`src/rtl/core/lsi_ram.sv`:
```
// Generic single-port-write, single-port-read RAM with registered read.
// No dependencies.
module lsi_ram #(
    parameter int WIDTH = 8,
    parameter int DEPTH = 16
) (
    input  logic                     clk,
    input  logic                     wr_en,
    input  logic [$clog2(DEPTH)-1:0] wr_addr,
    input  logic [WIDTH-1:0]         wr_data,
    input  logic [$clog2(DEPTH)-1:0] rd_addr,
    output logic [WIDTH-1:0]         rd_data
);
    logic [WIDTH-1:0] mem [DEPTH];

    always_ff @(posedge clk)
    begin
        if (wr_en)
        begin
            mem[wr_addr] <= wr_data;
        end
        rd_data <= mem[rd_addr];
    end
endmodule

```
`config.mk`:
```
export PLATFORM = sky130hd
export DESIGN_NAME = lsi_ram
export DESIGN_NICKNAME = d
export VERILOG_FILES = /design/src/rtl/core/lsi_ram.sv
export SDC_FILE = /design/constraint.sdc
export NUM_CORES = 1
export LEC_CHECK = 0
export BUFFER_PORTS_ARGS = -buffer_cell sky130_fd_sc_hd__buf_4
export CORE_ASPECT_RATIO = 1.25
export CORE_MARGIN = 8
export CORE_UTILIZATION = 60
export CTS_CLUSTER_SIZE = 40
export DETAILED_ROUTE_END_ITERATION = 12
export GPL_ROUTABILITY_DRIVEN = 0
export PLACE_DENSITY = 0.85
export SLEW_MARGIN = 20
export SYNTH_ARGS = -nofsm -noshare
export SYNTH_HDL_FRONTEND = slang
export SYNTH_SLANG_ARGS = --single-unit
export TNS_END_PERCENT = 20
```
`constraint.sdc`:
```
create_clock -name clk -period 1.6 [get_ports clk]
set_input_delay 0 -clock clk [delete_from_list [all_inputs] [get_ports clk]]
set_output_delay 0 -clock clk [all_outputs]
set_load 0.005 [all_outputs]
```
# Word-level counts from Yosys, hierarchy flattened
# Memories as Yosys holds them, arrays and structs flattened. A register that Yosys moved wholly into a read port is not among the register bits.
# Cells that the tools add are included.
# op_classes
n_mux	2
# ops
operator	n
two-way mux 1 bit	2
# word_totals
ff_bits	0
ramBits	128
in_bits	18
out_inout_bits	8
word_cells	3
mem_count	1
# mem_list
name	words	word_bits	rd	rd_clocked_by_memory_dff	wr	line_no	text
mem	16	8	1	1	1	14	logic [WIDTH-1:0] mem [DEPTH];

# Longest topological paths before layout
# Gate-level depths: netlist of run 1.
# logic_depth
word_depth	2
mapped_depth	5
ltp_nobuf	3

# Worst setup path before layout of run 1
# Ideal clock, no wire load.
# synth_path
path_kind	input -> register
from	in wr_addr[2]
to	mem mem[0][0], enable pin
setup_time_ns	0.383
arrival_time_ns	1.110
setup_slack_ns	0.107
stages	2
cell_sequence	or3b_2 -> nor3_1
# synth_rtl
item	line_no	text
from (decl)	9	input logic [$clog2(DEPTH)-1:0] wr_addr,
to (decl)	14	
# No word-level cell before the write port.

# Worst setup path after layout of run 1
# layout_path
from	in wr_addr[1]
to	mem mem[4][7], enable pin
# No word-level cell before the write port.

==> impl_metrics.yaml, run 1 <==
sta:
  timing.setup.tns_ps: 0
  fin_crit_ps: 1384
  finalMaxSlewViolations: 0
  hold_violations: 0
  post-route-period-util_pct: 86.48
  tightest_slew_ps: 437.0
  max_freq_mhz: 722.7
  fin_skew_ps: 11.84
  setup_viol: 0
  slew_headroom_pct: 70.86
  rsz0062_at_grt: "no"
routing:
  avgRoutedWirePerCell_um: 24.90
  drc: 0
  viasPerCell: 6.231
  wl_mm: 10.33
  first_pass_iters: 6
  via_count: 2586
  drtIter0Drc: 343
  postRouteAntennaNets: 0
power_and_ir_drop:
  ir_drop_mv: 1.082
  powerDensity_nw_per_um2: 1290
  p_leak_uw: 0.002174
global_route:
  antenna_found_initial: 0
  grt_pass1_wl_mm: 15.61
  grt_usage_pct: 18.78
  grt_max_degree: 33
  grt_pass1_vias: 2721
  overflow: 0
placement:
  io_buffers: 25
  dpl.hpwl_mm: 6.346
  dpl.cell_count: 372
die:
  coreArea_um2: 8511
  num_rows: 38
  die_area_um2: 11820
  die_h_um: 119.6
  die_x_um: 98.85
  ios: 26
  start_util_pct: 60.48
worst_setup_path:
  arrival_ps: 1620
  worstPathMaxFanout: 7
  startpoint_type: "input pin"
  end_kind: "register"
  crit_type: "in -> reg"
  crit_required_ps: 1840
  reg2reg_from: "mem[10][1]$_DFFE_PP_"
  startpoint: "wr_addr[1]"
worst_hold_path:
  hold_start: "wr_addr[3]"
  hold_class: "in -> reg"
cts:
  post_cts_buffers: 0
  cts_root_buf: "clkbuf_8"
  cts_hold_buffers: 11
  clock_sinks: 136
  cts_buffers: 17
  insertion_delay_ps: 530
  cts_resized: 0
  clkTransAtPathRegs_ps: 60
  cts_tree: "done"
  clockBufferDepth: 2
  htreeDepth: 4
outcome:
  outcome: "completed"
finish:
  nets: 320
  final_util_pct: 73.71
  fin_cells: 415
  synthToLayoutAreaGrowth_pct: 21.88
  drive_gt1_share_pct: 32.38
  diodes: 0
job:
  maxCapViolCount: 0
yosys:
  syn_inst: 229
  ys_seq_area_share_pct: 77.78
  syn-num-nets: 247
  avgSynthCellArea_um2: 22.48
  ys_seq_elements: 136
  synthDistinctLibCells: 19
  yosysWarnings: 0
  syn_area_um2: 5147
==> layout make-up <==
class	instances	area (µm²)
clock buffer	18	417.9
fill	441	2237
clock inverter	14	148.9
timing repair buffer	64	520.5
multi-input combinational	83	1057
tap	100	125.1
sequential	136	4004
==> final timing paths <==
path	to	slack, ps	cells after the start
setup / recovery	mem[4][7]$_DFFE_PP_	220	5
hold / removal	mem[7][5]$_DFFE_PP_	30	3
setup reg to reg	rd_data[1]$_DFF_P_	230	3
hold reg to reg	rd_data[2]$_DFF_P_	680	3
==> synth_stat cells <==
library cell       n  area, µm²
a22oi_1           16      120.1
and2_1             1      6.260
and2b_1            1      7.510
buf_2              3      15.01
buf_4              1      7.510
buf_6              3      33.78
clkdlybuf4s25_2    3      30.03
dfxtp_1            8      160.2
edfxtp_1         128       3844
mux4_1            14      367.9
mux4_2            18      405.4
nand2_1            9      33.78
nand2b_1           2      12.51
nand3_1            1      5.000
nand3b_1           2      15.01
nor2_1            13      48.80
nor2b_1            1      6.260
nor3_1             4      20.02
or3b_2             1      8.760
==> report_power, final <==
group / switching [µW] / leakage (µW) / internal, µW
clock network: 1450 / 0.000258 / 2220
registers: 27.4 / 0.00122 / 3980
logic: 209 / 0.000693 / 205
==> kinds of logic (layout without fill, tap and decap cells) <==
logic type      count (synthesis)  count (layout)  synth area share, %
mux                            32              32                15.02
buf+inv                        10              96                1.677
compound gates                 16              16                2.334
simple gates                   35              35                3.184
flops                         136             136                77.78
==> sequential cells by signal (all words and copies together) (netlist names) <==
| name | count |
|---|---|
| rd_data | 8 |
| mem | 128 |
==> cells in the final DEF (no fill, tap or decap) <==
master / count
a22oi_1: 16
and2_1: 1
and2b_1: 1
buf_12: 1
buf_4: 52
bufinv_16: 2
clkbuf_1: 1
clkbuf_16: 16
clkbuf_8: 1
clkinv_1: 1
clkinv_2: 1
clkinv_4: 1
clkinvlp_4: 6
dfxtp_1: 8
dlygate4sd3_1: 11
edfxtp_1: 128
inv_6: 3
mux4_1: 14
mux4_2: 18
nand2_1: 9
nand2b_1: 2
nand3_1: 1
nand3b_1: 2
nor2_1: 13
nor2b_1: 1
nor3_1: 4
or3b_2: 1
==> metrics by stage <==
step / hold slack [ps] / area, µm² / power (µW) / setup slack, ps
2_1_floorplan: 98.87 / 5147 / 4278 / 107.1
5_1_grt: 32.32 / 6274 / 8313 / 178.2
4_1_cts: 8.663 / 6274 / 8142 / 235.2
3_3_place_gp: 295.4 / 5597 / 4457 / 227.8
3_5_place_dp: 314.0 / 5597 / 4475 / 206.3
6_report: 26.61 / 6274 / 8091 / 216.4
==> critical path, stage by stage <==
cell	delay, ps
dlygate4sd3_1	530
buf_4	160
nor3_1	170
dlygate4sd3_1	600
buf_4	160
==> per-layer routing <==
layer,GRT usage (%),vias to the layer above,part of all wire (%)
met1,23.26,1290,38
li1,-,1125,-
met5,0,-,0
met2,28.58,152,50
met3,6.605,19,8.4
met4,10.01,0,2.6
No activity file was read; power rests on OpenSTA's default activity.
==> run 2, diff against run 1 <==
Settings changed: CELL_PAD_IN_SITES_DETAIL_PLACEMENT from default to 1, CELL_PAD_IN_SITES_GLOBAL_PLACEMENT from default to 1, CORE_UTILIZATION 60 to 53, MAX_ROUTING_LAYER from default to met4.
Clock period 1.6 ns to 1.5 ns, I/O delays scaled along.
==> run 2 against run 1 <==
Against the previous run:
- combinational power rose by 9.2%
- global-route usage rose by 0.40 points
- cell area rose by 0.98%
- sequential power rose by 6.7%
- critical endpoint is now rd_data[5]$_DFF_P_
- clock power rose by 22%
- utilization fell by 7.4 points
- hold slack improved by 100 ps
- largest power group is now clock
==> impl_metrics.yaml, run 2 (synthesized netlist as in run 1, its figures left out) <==
outcome:
  outcome: "completed"
worst_hold_path:
  hold_start: "wr_addr[0]"
  min_to: "mem[4][0]$_DFFE_PP_"
  hold_class: "in -> reg"
  whs_path_depth: 3
finish:
  final_cell_mix: "edfxtp_1, buf_4, mux4_2"
  top_regs: "mem (128), rd_data (8)"
  final_cell_area_um2: 6335
  fillers: 778
  final_common_cell: "edfxtp_1"
  fin_cells: 433
  top_register: "mem"
  nets: 312
  synthToLayoutAreaGrowth_pct: 23.07
  diodes: 0
  largest_reg_flops: 128
  drive_gt1_share_pct: 31.92
placement:
  io_buffers: 25
  dpl.hpwl_mm: 7.076
  dpl_cell_area_um2: 5604
  dpl.cell_count: 393
worst_setup_path:
  ff2ff_path_depth: 3
  crit_type: "reg -> reg"
  crit_required_ps: 1770
  critPathBufInv: 0
  crit_family: "multiplexers"
  worstPathMaxFanout: 1
  end_kind: "register"
  path_cells: "mux4_1 -> a22oi_2 -> nand2_1"
  startpoint_type: "register"
  arrival_ps: 1700
  r2r-end: "rd_data[5]$_DFF_P_"
  ff2ff_setup_slack_ps: 70
  reg2reg_from: "mem[1][5]$_DFFE_PP_"
  worst-path-stages: 3
  crit_slowest_cell: "mux4_1"
  max_stage_delay_ps: 550
power_and_ir_drop:
  powerDensity_nw_per_um2: 1455
  p_leak_uw: 0.002181
  power.total_uw: 9219
  ir_drop_mv: 1.275
sta:
  setup_viol: 0
  fin_skew_ps: 8.056
  hold_violations: 0
  fin_crit_ps: 1429
  timing.setup.tns_ps: 0
  slew_headroom_pct: 71.87
  tightest_slew_ps: 422.0
  finalMaxSlewViolations: 0
  post-route-period-util_pct: 95.27
  rsz0062_at_grt: "no"
  max_freq_mhz: 699.8
routing:
  postRouteAntennaNets: 0
  drtIter0Drc: 180
  wl_mm: 11.74
  via_count: 2601
  drc: 0
  viasPerCell: 6.007
  avgRoutedWirePerCell_um: 27.12
  first_pass_iters: 4
die:
  ios: 26
  coreArea_um2: 9559
  die_area_um2: 13140
  die_x_um: 104.1
  die_h_um: 126.2
  start_util_pct: 53.85
  num_rows: 40
cts:
  clockBufferDepth: 2
  cts_buffers: 17
  clkTransAtPathRegs_ps: 60
  insertion_delay_ps: 410
  clock_sinks: 136
  cts_tree: "done"
  htreeDepth: 4
  post_cts_buffers: 0
  cts_root_buf: "clkbuf_16"
global_route:
  grt_pass1_wl_mm: 17.70
  grt_pass1_vias: 2826
  overflow: 0
  grt_max_degree: 25
  grt_usage_pct: 19.18
  antenna_found_initial: 0
job:
  maxCapViolCount: 0
## run 2: worst max path at each step
stage | slack (ps) | from | to
floorplan | 7 | wr_addr[2] | mem[0][0]$_DFFE_PP_
global route | 30 | mem[1][5]$_DFFE_PP_ | rd_data[5]$_DFF_P_
global placement | 130 | rd_addr[0] | rd_data[1]$_DFF_P_
finish | 70 | mem[1][5]$_DFFE_PP_ | rd_data[5]$_DFF_P_
detailed placement | 80 | rd_addr[0] | rd_data[5]$_DFF_P_
CTS | 50 | mem[1][5]$_DFFE_PP_ | rd_data[5]$_DFF_P_
## run 2: per-stage QoR
step                setup slack, ps  utilization [%]  hold slack [ps]
floorplan                     7.126                -            98.87
global placement              126.9            58.63            293.6
CTS                           47.22            66.27            123.6
detailed placement            82.17            58.63            307.0
finish                        71.01            66.27            128.6
global route                  32.21            66.27            136.6
## run 2: metal layers
layer  GRT usage, %  routed length, µm
met2          31.20               6190
met3          4.541                578
met5              -                  0
met4          7.344                164
met1          22.83               4808
## run 2: timing repair
| action | in CTS | in global routing |
|---|---|---|
| hold endpoints to repair | 128 | 0 |
| hold buffers | 8 | 0 |
| endpoints found under the setup margin | 1 | 0 |
| resized for setup | 1 | 0 |
## run 2: worst reg2reg max path, stage by stage, from the launching register on
cell and delay (ps):
edfxtp_1 380, mux4_1 550, a22oi_2 250, nand2_1 120
## run 2: cell type report
type                       count  area (µm²)  area share, %
clock buffer                  20       446.7          7.051
clock inverter                12       198.9          3.140
multi-input combinational     83        1062          16.77
sequential                   136        4004          63.20
tap                          126       157.7          2.489
timing repair buffer          56       465.4          7.347
## run 2: report_power, final
part	leakage [µW]	switching [µW]	internal, µW	total, µW
Combinational	0.000655	236	216	452
Clock	0.000302	1500	2990	4480
Sequential	0.00122	33.1	4250	4280
==> run 3, diff against run 2 <==
Settings changed: CORE_ASPECT_RATIO 1.25 to default.
==> run 3 against run 2 <==
Against the previous run:
- power down 8.3%
- non-clock buffer count fell by 1
- largest cell class unchanged
- wire length increased by 4.0%
- largest power group is now registers
- critical path type unchanged
- sequential share of layout area is 1.0 points higher
- global-route usage is 1.6 points higher
- final cell count increased by 1.4%
- die area down 0.15%
- hold slack got worse by 110 ps
- via count rose by 1.1%
- clock skew is 2.9 ps higher
- register-to-register slack barely moved
- sequential power hardly changed
==> impl_metrics.yaml, run 3 (synthesized netlist as in run 1, its figures left out) <==
die:
  start_util_pct: 53.65
  die_area_um2: 13120
  coreArea_um2: 9594
  num_rows: 36
  ios: 26
  die_x_um: 114.6
  die_h_um: 114.6
cts:
  clockBufferDepth: 2
  cts_root_buf: "clkbuf_8"
  clock_sinks: 136
  cts_tree: "done"
  post_cts_buffers: 0
  insertion_delay_ps: 530
  cts_hold_buffers: 8
  cts_resized: 0
  clkTransAtPathRegs_ps: 60
  cts_buffers: 17
  htreeDepth: 4
finish:
  nets: 311
  top_register: "mem"
  drive_gt1_share_pct: 30.07
  top_regs: "mem (128), rd_data (8)"
  final_cell_mix: "edfxtp_1, buf_4, mux4_2"
  synthToLayoutAreaGrowth_pct: 21.12
  final_cell_area_um2: 6235
  fillers: 804
  multiInputGateArea_um2: 1057
  seqCellArea_um2: 4004
  largest_reg_flops: 128
  final_common_cell: "edfxtp_1"
  diodes: 0
routing:
  postRouteAntennaNets: 0
  first_pass_iters: 4
  avgRoutedWirePerCell_um: 27.80
  drtIter0Drc: 176
  via_count: 2629
  viasPerCell: 5.989
  wl_mm: 12.21
  drc: 0
sta:
  fin_skew_ps: 10.96
  slew_headroom_pct: 66.57
  fin_crit_ps: 1439
  finalMaxSlewViolations: 0
  setup_viol: 0
  tightest_slew_ps: 501.4
  post-route-period-util_pct: 95.96
  rsz0062_at_grt: "no"
  timing.setup.tns_ps: 0
  max_freq_mhz: 694.7
  hold_violations: 0
  fin_hold_ws_ps: 19.54
placement:
  io_buffers: 25
  dpl.hpwl_mm: 6.981
  dpl_cell_area_um2: 5618
power_and_ir_drop:
  p_leak_uw: 0.002141
  power.internal_uw: 6761
  p_sw_uw: 1696
  switching_share_pct: 20.05
  ir_drop_mv: 0.7480
  p_seq_share_pct: 50.6
  powerDensity_nw_per_um2: 1356
  p_clk_share_pct: 44.0
  pwr-share-comb_pct: 5.4
global_route:
  grt_pass1_vias: 2920
  grt_pass1_wl_mm: 18.11
  grt_max_degree: 25
  grt_usage_pct: 20.78
  antenna_found_initial: 0
  overflow: 0
worst_setup_path:
  startpoint_type: "register"
  end_kind: "register"
  arrival_ps: 1850
  crit_required_ps: 1910
  worstPathMaxFanout: 1
  crit_type: "reg -> reg"
worst_hold_path:
  hold_class: "in -> reg"
outcome:
  outcome: "completed"
job:
  maxCapViolCount: 0
==> run 3: cell types whose count changed in the layout (fill, tap and decap cells not counted) <==
cell	before	now
clkinvlp_4	4	1
clkbuf_1	2	6
bufinv_16	5	0
clkbuf_8	1	7
clkbuf_16	17	16
a22oi_1	15	16
buf_4	46	44
clkinv_4	1	0
buf_12	2	3
a22oi_2	1	0
==> run 3: routing by layer <==
metal | share of wire, % | vias up | wire length (µm) | global-route usage, %
met5 | 0 | - | 0 | -
met4 | 1.4 | 0 | 170 | 8.873
met1 | 41 | 1369 | 4950 | 24.95
li1 | - | 1103 | - | -
met3 | 6.5 | 15 | 797 | 4.219
met2 | 52 | 142 | 6288 | 33.67
==> run 3: area by class of cell <==
| cell class | instances | share of cell area (%) |
|---|---|---|
| Multi-Input combinational cell | 83 | 16.96 |
| Clock buffer | 29 | 8.328 |
| Tap cell | 133 | 2.669 |
| Sequential cell | 136 | 64.22 |
| Clock inverter | 3 | 0.2810 |
| Timing Repair Buffer | 55 | 7.546 |
==> run 3: power groups by stage <==
stage	Clock, µW	Sequential [µW]	Combinational [µW]
finish	3720	4280	457
global route	3910	4290	485
CTS	3770	4280	462
detailed placement	0	4350	438
global placement	0	4350	417
floorplan	0	4350	216
==> run 3: worst paths after layout <==
path         slack [ps]  depth (start not counted)                  from                   end
min                  20                          3            wr_addr[0]  mem[12][6]$_DFFE_PP_
max                  60                          3   mem[1][2]$_DFFE_PP_    rd_data[2]$_DFF_P_
min reg2reg         680                          3  mem[12][3]$_DFFE_PP_    rd_data[3]$_DFF_P_
max reg2reg          60                          3   mem[1][2]$_DFFE_PP_    rd_data[2]$_DFF_P_
==> run 3: worst max-delay path, cell delays in order (launching register included) <==
cell and delay [ps]:
edfxtp_1 410, mux4_1 580, a22oi_1 250, nand2_1 80
==> run 3: metrics by stage <==
step / utilization, % / instances / worst slack [ps] / power, µW
2_1_floorplan: - / 229 / 7.126 / 4563
3_3_place_gp: 58.56 / 399 / 163.3 / 4762
3_5_place_dp: 58.56 / 399 / 130.6 / 4792
4_1_cts: 64.98 / 439 / 44.09 / 8513
5_1_grt: 64.98 / 439 / 13.09 / 8678
6_report: 64.98 / 439 / 60.63 / 8457
